`src/hdl/timestamp_gap_monitor_defines.svh`:
```
// ----------------------------------------------------------------------------
// timestamp_gap_monitor_defines
// Assertion macros shared by the timestamp gap monitor RTL.
// ----------------------------------------------------------------------------
`ifndef TIMESTAMP_GAP_MONITOR_DEFINES_SVH
`define TIMESTAMP_GAP_MONITOR_DEFINES_SVH

`ifndef ASSERT_OFF
// expr must hold at every clock edge out of reset
`define TGM_ASSERT_ALWAYS(lbl, expr, msg) \
  lbl: assert property (@(posedge clk) disable iff (!rst_n) (expr)) else $error(msg);
// ante at one edge implies cons at the next edge
`define TGM_ASSERT_NEXT(lbl, ante, cons, msg) \
  lbl: assert property (@(posedge clk) disable iff (!rst_n) (ante) |=> (cons)) \
    else $error(msg);
`else
`define TGM_ASSERT_ALWAYS(lbl, expr, msg)
`define TGM_ASSERT_NEXT(lbl, ante, cons, msg)
`endif

`endif

```
`src/hdl/tgm_pkg.sv`:
```
// ----------------------------------------------------------------------------
// tgm_pkg
// Types and constants for the timestamp gap monitor.
// ----------------------------------------------------------------------------
`default_nettype none

package tgm_pkg;

  localparam int unsigned RECORD_INTERVALS = 512;
  localparam int unsigned REC_CNT_W        = $clog2(RECORD_INTERVALS + 1);

  localparam int unsigned CFG_IDX_W = 3;

  // register indexes
  localparam logic [CFG_IDX_W-1:0] REG_GAP_THRESHOLD    = 3'd0;
  localparam logic [CFG_IDX_W-1:0] REG_CREDIT_PER_GAP   = 3'd1;
  localparam logic [CFG_IDX_W-1:0] REG_RUN_LIMIT        = 3'd2;
  localparam logic [CFG_IDX_W-1:0] REG_STOP_ON_BUSY     = 3'd3;
  localparam logic [CFG_IDX_W-1:0] REG_CALIBRATE        = 3'd4;
  localparam logic [CFG_IDX_W-1:0] REG_RECORD_ENABLE    = 3'd5;
  localparam logic [CFG_IDX_W-1:0] REG_ONE_SECOND_TICKS = 3'd6;

  // register reset values
  localparam logic [31:0] GAP_THRESHOLD_RST    = 32'd200;
  localparam logic [31:0] ONE_SECOND_TICKS_RST = 32'd1000000000;

  // status codes
  localparam logic [2:0] ST_RUNNING = 3'd0;
  localparam logic [2:0] ST_LIMIT   = 3'd1;
  localparam logic [2:0] ST_STOPPED = 3'd2;
  localparam logic [2:0] ST_FULL    = 3'd3;
  localparam logic [2:0] ST_CALFAIL = 3'd4;
  localparam logic [2:0] ST_IDLE    = 3'd5;

  typedef struct packed {
    logic [31:0] gap_threshold;
    logic [31:0] credit_per_gap;
    logic [63:0] run_limit;
    logic        stop_on_busy;
    logic        calibrate;
    logic        record_enable;
    logic [31:0] one_second_ticks;
  } tgm_cfg_t;

  typedef struct packed {
    logic [63:0] stamp;
    logic        start_req;
    logic        stop_request;
  } tgm_in_t;

  typedef struct packed {
    logic [2:0]  status;
    logic [63:0] busy_total;
    logic [63:0] largest_gap;
    logic [63:0] smallest_step;
    logic [31:0] stall_count;
    logic        gap_valid;
    logic [63:0] gap_begin;
    logic [63:0] gap_end;
    logic [63:0] elapsed;
  } tgm_out_t;

endpackage

`default_nettype wire

```
`src/hdl/tgm_cfg.sv`:
```
// ----------------------------------------------------------------------------
// tgm_cfg
// Configuration register file; writes are registered and always accepted.
// ----------------------------------------------------------------------------
`default_nettype none

module tgm_cfg
  import tgm_pkg::*;
(
  input  wire logic                 clk,
  input  wire logic                 rst_n,
  input  wire logic                 cfg_valid,
  output logic                      cfg_ready,
  input  wire logic [CFG_IDX_W-1:0] cfg_index,
  input  wire logic [63:0]          cfg_data,
  output tgm_cfg_t                  cfg
);

  tgm_cfg_t cfg_r, cfg_nxt;
  logic     wr;

  assign cfg_ready = 1'b1;
  assign wr        = cfg_valid && cfg_ready;
  assign cfg       = cfg_r;

  always_comb begin
    cfg_nxt = cfg_r;
    if (wr) begin
      case (cfg_index)
        REG_GAP_THRESHOLD:    cfg_nxt.gap_threshold    = cfg_data[31:0];
        REG_CREDIT_PER_GAP:   cfg_nxt.credit_per_gap   = cfg_data[31:0];
        REG_RUN_LIMIT:        cfg_nxt.run_limit        = cfg_data;
        REG_STOP_ON_BUSY:     cfg_nxt.stop_on_busy     = cfg_data[0];
        REG_CALIBRATE:        cfg_nxt.calibrate        = cfg_data[0];
        REG_RECORD_ENABLE:    cfg_nxt.record_enable    = cfg_data[0];
        REG_ONE_SECOND_TICKS: cfg_nxt.one_second_ticks = cfg_data[31:0];
        default:              cfg_nxt = cfg_r;
      endcase
    end
  end

  always_ff @(posedge clk) begin
    if (!rst_n) begin
      cfg_r.gap_threshold    <= GAP_THRESHOLD_RST;
      cfg_r.credit_per_gap   <= '0;
      cfg_r.run_limit        <= '0;
      cfg_r.stop_on_busy     <= 1'b0;
      cfg_r.calibrate        <= 1'b0;
      cfg_r.record_enable    <= 1'b0;
      cfg_r.one_second_ticks <= ONE_SECOND_TICKS_RST;
    end else begin
      cfg_r <= cfg_nxt;
    end
  end

endmodule

`default_nettype wire

```
`src/hdl/tgm_core.sv`:
```
// ----------------------------------------------------------------------------
// tgm_core
// Trial state and combinational step update; res is the result for item and
// the state advances on fire.
// ----------------------------------------------------------------------------
`default_nettype none

module tgm_core
  import tgm_pkg::*;
(
  input  wire logic     clk,
  input  wire logic     rst_n,
  input  wire tgm_cfg_t cfg,
  input  wire logic     fire,
  input  wire tgm_in_t  item,
  output tgm_out_t      res
);

  logic                 active_r, active_nxt;
  logic [63:0]          begin_r, begin_nxt;
  logic [63:0]          prev_r, prev_nxt;
  logic [63:0]          busy_r, busy_nxt;
  logic [63:0]          max_r, max_nxt;
  logic [63:0]          min_r, min_nxt;
  logic [31:0]          cnt_r, cnt_nxt;
  logic [REC_CNT_W-1:0] rec_r, rec_nxt;

  logic [63:0] ost_ext;
  logic [63:0] diff;
  logic [63:0] elapsed_val;
  logic        is_stall;
  logic [63:0] add_val;
  logic [64:0] sum;
  logic [63:0] busy_step;
  logic        rec_room;
  logic        full;
  logic        limit_hit;

  // pre-finish values and end-of-trial control
  logic [63:0] busy_pre;
  logic [63:0] min_pre;
  logic        end_trial;
  logic [2:0]  reason;
  logic [2:0]  status;

  assign ost_ext     = {32'd0, cfg.one_second_ticks};
  assign diff        = item.stamp - prev_r;
  assign elapsed_val = item.stamp - begin_r;
  assign is_stall    = diff > {32'd0, cfg.gap_threshold};
  assign add_val     = is_stall ? {32'd0, cfg.credit_per_gap} : diff;
  assign sum         = {1'b0, busy_r} + {1'b0, add_val};
  assign busy_step   = sum[64] ? '1 : sum[63:0];
  assign rec_room    = rec_r < REC_CNT_W'(RECORD_INTERVALS);
  assign full        = is_stall && cfg.record_enable && !rec_room;
  assign limit_hit   = cfg.stop_on_busy ? (busy_step >= cfg.run_limit)
                                        : (elapsed_val > cfg.run_limit);

  always_comb begin
    active_nxt = active_r;
    begin_nxt  = begin_r;
    prev_nxt   = prev_r;
    busy_pre   = busy_r;
    max_nxt    = max_r;
    min_pre    = min_r;
    cnt_nxt    = cnt_r;
    rec_nxt    = rec_r;
    end_trial  = 1'b0;
    reason     = ST_IDLE;
    res        = '0;
    res.status = ST_IDLE;

    if (item.start_req) begin
      active_nxt = 1'b1;
      begin_nxt  = item.stamp;
      prev_nxt   = cfg.calibrate ? item.stamp - ost_ext : item.stamp;
      busy_pre   = '0;
      max_nxt    = '0;
      min_pre    = ost_ext;
      cnt_nxt    = '0;
      rec_nxt    = '0;
      reason     = ST_RUNNING;
      if (item.stop_request) begin
        end_trial = 1'b1;
        reason    = ST_STOPPED;
      end
    end else if (active_r) begin
      if (item.stop_request) begin
        end_trial   = 1'b1;
        reason      = ST_STOPPED;
        res.elapsed = elapsed_val;
      end else begin
        prev_nxt = item.stamp;
        busy_pre = busy_step;
        reason   = ST_RUNNING;
        if (is_stall) begin
          if (cnt_r != '1) begin
            cnt_nxt = cnt_r + 32'd1;
          end
          if (diff > max_r) begin
            max_nxt = diff;
          end
          if (cfg.record_enable && rec_room) begin
            rec_nxt       = rec_r + REC_CNT_W'(1);
            res.gap_valid = 1'b1;
            res.gap_begin = prev_r;
            res.gap_end   = item.stamp;
          end
        end else if (diff < min_r) begin
          min_pre = diff;
        end
        // storage full wins over the limit check
        if (full) begin
          end_trial   = 1'b1;
          reason      = ST_FULL;
          res.elapsed = elapsed_val;
        end else if (limit_hit) begin
          end_trial   = 1'b1;
          reason      = ST_LIMIT;
          res.elapsed = elapsed_val;
        end
      end
    end

    status   = reason;
    busy_nxt = busy_pre;
    min_nxt  = min_pre;
    if (end_trial) begin
      active_nxt = 1'b0;
      if (cfg.calibrate && min_pre == ost_ext) begin
        status = ST_CALFAIL;
      end
      if (!cfg.stop_on_busy && busy_pre > cfg.run_limit) begin
        busy_nxt = cfg.run_limit;
      end
    end

    if (item.start_req || active_r) begin
      res.status = status;
    end
    res.busy_total    = busy_nxt;
    res.largest_gap   = max_nxt;
    res.smallest_step = min_nxt;
    res.stall_count   = cnt_nxt;
  end

  always_ff @(posedge clk) begin
    if (!rst_n) begin
      active_r <= 1'b0;
      begin_r  <= '0;
      prev_r   <= '0;
      busy_r   <= '0;
      max_r    <= '0;
      min_r    <= '0;
      cnt_r    <= '0;
      rec_r    <= '0;
    end else if (fire) begin
      active_r <= active_nxt;
      begin_r  <= begin_nxt;
      prev_r   <= prev_nxt;
      busy_r   <= busy_nxt;
      max_r    <= max_nxt;
      min_r    <= min_nxt;
      cnt_r    <= cnt_nxt;
      rec_r    <= rec_nxt;
    end
  end

endmodule

`default_nettype wire

```
`src/hdl/timestamp_gap_monitor.sv`:
```
// ----------------------------------------------------------------------------
// timestamp_gap_monitor
// Stall detector over a stream of timestamp samples.
// ----------------------------------------------------------------------------
// Takes one timestamp sample per transfer and returns one result per sample,
// in order. Throughput is one sample per clock while out_stall is low; samples
// pass the input register, then the result register. The rate is set by the
// trial-state update loop in tgm_core: subtract, stall compare, saturating
// accumulate and limit compare are combinational, so each sample sees the
// state left by the one before it. Configuration writes are always accepted
// and take effect on the next clock; write them while no sample is in flight.
`default_nettype none

`include "timestamp_gap_monitor_defines.svh"

module timestamp_gap_monitor
  import tgm_pkg::*;
(
  input  wire logic                 clk,
  input  wire logic                 rst_n,
  input  wire logic                 in_valid,
  output logic                      in_stall,
  input  wire tgm_in_t              in_data,
  output logic                      out_valid,
  input  wire logic                 out_stall,
  output tgm_out_t                  out_data,
  input  wire logic                 cfg_valid,
  output logic                      cfg_ready,
  input  wire logic [CFG_IDX_W-1:0] cfg_index,
  input  wire logic [63:0]          cfg_data
);

  tgm_cfg_t cfg;
  tgm_out_t res;

  logic     in_v_r, in_v_nxt;
  tgm_in_t  in_item_r;
  logic     out_v_r, out_v_nxt;
  tgm_out_t out_item_r;
  logic     move;
  logic     in_xfer;

  tgm_cfg u_cfg (
    .clk       (clk),
    .rst_n     (rst_n),
    .cfg_valid (cfg_valid),
    .cfg_ready (cfg_ready),
    .cfg_index (cfg_index),
    .cfg_data  (cfg_data),
    .cfg       (cfg)
  );

  tgm_core u_core (
    .clk   (clk),
    .rst_n (rst_n),
    .cfg   (cfg),
    .fire  (move),
    .item  (in_item_r),
    .res   (res)
  );

  // item leaves the input register when the result register is free or drains
  assign move     = in_v_r && (!out_v_r || !out_stall);
  assign in_stall = in_v_r && !move;
  assign in_xfer  = in_valid && !in_stall;

  assign in_v_nxt  = in_xfer ? 1'b1 : (move ? 1'b0 : in_v_r);
  assign out_v_nxt = move ? 1'b1 : (out_stall ? out_v_r : 1'b0);

  assign out_valid = out_v_r;
  assign out_data  = out_item_r;

  always_ff @(posedge clk) begin
    if (!rst_n) begin
      in_v_r  <= 1'b0;
      out_v_r <= 1'b0;
    end else begin
      in_v_r  <= in_v_nxt;
      out_v_r <= out_v_nxt;
    end
  end

  always_ff @(posedge clk) begin
    if (in_xfer) begin
      in_item_r <= in_data;
    end
    if (move) begin
      out_item_r <= res;
    end
  end

  `TGM_ASSERT_NEXT(a_in_hold, in_v_r && !move, in_v_r && $stable(in_item_r), "input item lost")
  `TGM_ASSERT_ALWAYS(a_gap_status, !(out_v_r && out_item_r.gap_valid) || (out_item_r.status != ST_IDLE && out_item_r.status != ST_STOPPED), "gap recorded on idle or stop item")
  `TGM_ASSERT_ALWAYS(a_gap_count, !(out_v_r && out_item_r.gap_valid) || (out_item_r.stall_count != '0), "gap recorded without stall count")

endmodule

`default_nettype wire
```
`config.mk`:
```
export PLATFORM = sky130hd
export DESIGN_NAME = timestamp_gap_monitor
export DESIGN_NICKNAME = d
export VERILOG_FILES = /design/src/hdl/tgm_pkg.sv /design/src/hdl/tgm_cfg.sv /design/src/hdl/tgm_core.sv /design/src/hdl/timestamp_gap_monitor.sv
export VERILOG_INCLUDE_DIRS = /design/src /design/src/hdl
export SDC_FILE = /design/constraint.sdc
export NUM_CORES = 2
export LEC_CHECK = 0
export ABC_CLOCK_PERIOD_IN_PS = 15950
export BUFFER_PORTS_ARGS = -buffer_cell sky130_fd_sc_hd__buf_2
export CAP_MARGIN = 5
export CORE_UTILIZATION = 55
export CTS_BUF_LIST = sky130_fd_sc_hd__clkbuf_4
export CTS_CLUSTER_DIAMETER = 50
export DETAILED_ROUTE_END_ITERATION = 8
export PLACE_DENSITY = 0.75
export SKIP_LAST_GASP = 1
export SYNTH_ARGS = -nofsm -noshare
export SYNTH_HDL_FRONTEND = slang
export SYNTH_SLANG_ARGS = --single-unit
```
`constraint.sdc`:
```
create_clock -name clk -period 15.95 [get_ports clk]
set_input_delay 0.7975 -clock clk [delete_from_list [all_inputs] [get_ports clk]]
set_output_delay 0.7975 -clock clk [all_outputs]
set_load 0.02 [all_outputs]
```
==> impl_metrics.env <==
export IMPL_final_area_mm2=0.0718
export IMPL_startpoint_type="register"
export IMPL_htreeDepth=5
export IMPL_synth_compound_area_share_pct=17.9
export IMPL_start_util_pct=55.4
export IMPL_fmax_mhz=67.0
export IMPL_ys_seq_area_share_pct=40.4
export IMPL_cts_inserted_buffers=288
export IMPL_cts_tree="built"
export IMPL_peakVddDrop_uv=65.0
export IMPL_synthMuxAreaShare_pct=3.08
export IMPL_yosys_area_share_simple_pct=18.3
export IMPL_worstRegToRegCells=58
export IMPL_crit_top_cell="a21oi_1"
export IMPL_cp_end_kind="register"
export IMPL_utilization_pct=63.9
export IMPL_synth_async_reset_ratio_pct=0
export IMPL_insertion_delay_ns=1.31
export IMPL_drc_errors=0
export IMPL_dpl_instance_area_mm2=0.0669
export IMPL_via_per_inst=6.08
export IMPL_cts_buffer_depth=4
export IMPL_antenna_found_initial=21
export IMPL_status="completed"
export IMPL_cpPeakStageDelay_ns=0.75
export IMPL_die_x_um=338
export IMPL_crit_arrival_ns=16.13
export IMPL_grt_overflow_total=0
export IMPL_ys_ff_latch=1014
export IMPL_hold_slack_ns=0.155
export IMPL_drt_iter0_markers=6669
export IMPL_relSlewSlack_pct=18.5
export IMPL_final_common_cell="nand2_1"
export IMPL_routabilityCongestion=1.02
export IMPL_ys_warn_count=0
export IMPL_r2r_start="in_item_r[3]"
export IMPL_wl_per_cell_um=23.9
export IMPL_ios=561
export IMPL_synth_top_family_by_area="simple AND/OR/NAND/NOR gates"
export IMPL_fp_dieH_um=338
export IMPL_hold_end="u_core.busy_r[42]"
export IMPL_layout_common_cells="nand2_1 (889), a21oi_1 (700), ha_1 (575)"
export IMPL_ant_nets=0
export IMPL_cap_violations=0
export IMPL_min_path_cells=3
export IMPL_groute_usage_overall_pct=38.7
export IMPL_path_class="register to register"
export IMPL_dieArea_mm2=0.115
export IMPL_path_max_fanout=33
export IMPL_synth_xor_area_share_pct=3.69
export IMPL_wl_mm=229
export IMPL_synth_avg_cell_area_um2=8.82
export IMPL_synth_area_mm2=0.0623
export IMPL_path_clk_slew_ns=0.07
export IMPL_min_from="rst_n"
export IMPL_syn_inst=7056
export IMPL_setup_tns_ns=0
export IMPL_cts_setup_buffers=0
export IMPL_dr_pass1_iters=6
export IMPL_drive_above_1_share_pct=16.1
export IMPL_coreArea_mm2=0.112
export IMPL_yosysUniqueCellTypes=93
export IMPL_hold_viol_final=0
export IMPL_slew_viol_final=0
export IMPL_worst_r2r_endpoint="u_core.busy_r[36]"
export IMPL_holdCritPathClass="primary input to register"
export IMPL_grt_pass1_wl_mm=337
export IMPL_tightest_slew_ns=1.21
export IMPL_dpl_hpwl_mm=170
export IMPL_power_mw=7.08
export IMPL_io_buffers=559
export IMPL_grt_pass1_vias=54600
export IMPL_fin_crit_sh_pct=93.6
export IMPL_area_growth_pct=15.3
export IMPL_rrSetupSlack_ns=1.02
export IMPL_min_period_ns=14.93
export IMPL_synth_flop_cell="dfxtp_1"
export IMPL_powerDensity_mw_per_mm2=98.6
export IMPL_std_cell_rows=123
export IMPL_dr_total_vias=58200
export IMPL_setup_viol=0
export IMPL_cts_root_buf="clkbuf_4"
export IMPL_nets=8581
export IMPL_finClkSkew_ns=0.118
export IMPL_rsz0062_at_grt="no"
export IMPL_cts_sinks=1014
export IMPL_synth_fa_ha_area_share_pct=11.7
export IMPL_power_leakage_nw=29.4
export IMPL_synth_edf_count=486
export IMPL_critPathRequiredTime_ns=17.15
export IMPL_cp_slowest_cell="o2111a_2"
export IMPL_grt_max_degree=109
-- cells in the mapped netlist, types with 13 or more instances --
cell | n | area share (%)
a21oi_1 | 701 | 5.6
nand2b_1 | 70 | 0.70
nand3_1 | 74 | 0.59
or3_1 | 96 | 0.96
buf_1 | 23 | 0.14
a22oi_1 | 16 | 0.19
and2_1 | 241 | 2.4
mux2_2 | 74 | 1.3
o31ai_1 | 17 | 0.20
nor2_1 | 510 | 3.1
dfxtp_1 | 528 | 17
a31oi_1 | 33 | 0.33
nand4_1 | 124 | 1.2
inv_1 | 485 | 2.9
o211ai_1 | 58 | 0.70
nor2b_1 | 90 | 0.90
or2_2 | 14 | 0.14
a2111oi_0 | 18 | 0.25
ha_1 | 575 | 12
xor2_1 | 104 | 1.5
xnor2_1 | 158 | 2.2
a21o_1 | 191 | 2.3
a311oi_1 | 23 | 0.32
nor3_1 | 107 | 0.86
a21boi_0 | 17 | 0.20
and3_1 | 93 | 0.93
clkbuf_1 | 278 | 1.7
nand2_1 | 893 | 5.4
o21bai_1 | 36 | 0.43
a221oi_1 | 13 | 0.18
o21ai_0 | 389 | 3.1
o21a_1 | 71 | 0.86
o22ai_1 | 15 | 0.15
buf_2 | 20 | 0.16
nor4_1 | 34 | 0.34
mux2i_1 | 106 | 1.7
a211oi_1 | 60 | 0.72
edfxtp_1 | 486 | 23
o21ba_2 | 40 | 0.64
-- worst max-delay path: cells and delay by family (launching register included) --
kind / cells / cell delay, ns
simple gates: 16 / 3.04
compound gates: 31 / 8.53
flops: 1 / 0.54
fa+ha+maj: 5 / 1.49
xor+xnor: 1 / 0.19
buf+inv: 4 / 0.61
mux: 1 / 0.42
-- cell families (layout without fill, tap and decap cells) --
family / after synthesis / after routing
buffers and inverters: 812 / 1793
adders and majority gates: 579 / 579
muxes: 182 / 182
AOI/OAI and AO/OA: 1808 / 1808
DFF: 1014 / 1014
xor gates and xnor gates: 262 / 262
other: 2 / 42
and+or+nand+nor: 2397 / 2397
-- what timing repair did --
action | CTS | global route
gates resized for setup | 0 | 0
hold buffers | 138 | 0
hold endpoints to repair | 241 | 0
-- sequential cells by signal, indices dropped and copies added (netlist names), 10 cells and up --
register        cells
in_item_r          66
u_core.prev_r      64
u_core.rec_r       10
u_cfg.cfg         163
u_core.min_r       64
u_core.begin_r     64
u_core.max_r       64
u_core.busy_r      64
u_core.cnt_r       32
out_data          420
-- layout make-up --
cell class	instances	area, µm²
fillers	9638	40500
multi-input cells	5261	34300
flip-flops and latches	1014	25200
repair buffers	813	5090
clock buffers	428	3210
well taps	1500	1880
inverters	486	1840
clock inverters	66	310
diodes	9	22.5
-- routing by layer --
layer	GRT usage (%)	up-vias	routed length (µm)
met3	7.17	578	22400
li1	-	26800	-
met2	59.7	3212	101000
met1	52.1	27700	94300
met5	0	-	13
met4	19.3	2	11500
-- worst max path at each step --
stage	from	to	slack, ns	cells past startpoint
4_1_cts	in_item_r[3]	u_core.busy_r[33]	1.33	57
2_1_floorplan	out_stall	out_data[0]	2.12	5
5_1_grt	in_item_r[3]	u_core.busy_r[22]	0.17	58
3_3_place_gp	in_item_r[3]	u_core.busy_r[52]	1.82	59
6_report	in_item_r[3]	u_core.busy_r[36]	1.02	58
3_5_place_dp	in_item_r[3]	u_core.busy_r[33]	1.44	57
-- where the power goes --
group | switching [mW] | internal (mW) | total (mW)
combinational | 1.15 | 0.625 | 1.77
sequential | 0.0767 | 2.83 | 2.90
clock | 1.15 | 1.26 | 2.40
total | 2.37 | 4.71 | 7.08
-- through the flow --
| step | cells | setup WS, ns |
|---|---|---|
| 5_1_grt | 9573 | 0.165 |
| 3_5_place_dp | 8936 | 1.44 |
| 2_1_floorplan | 7087 | 2.12 |
| 3_3_place_gp | 8936 | 1.82 |
| 4_1_cts | 9568 | 1.33 |
| 6_report | 9577 | 1.02 |
Note: power is estimated with default switching activity, not from simulation.
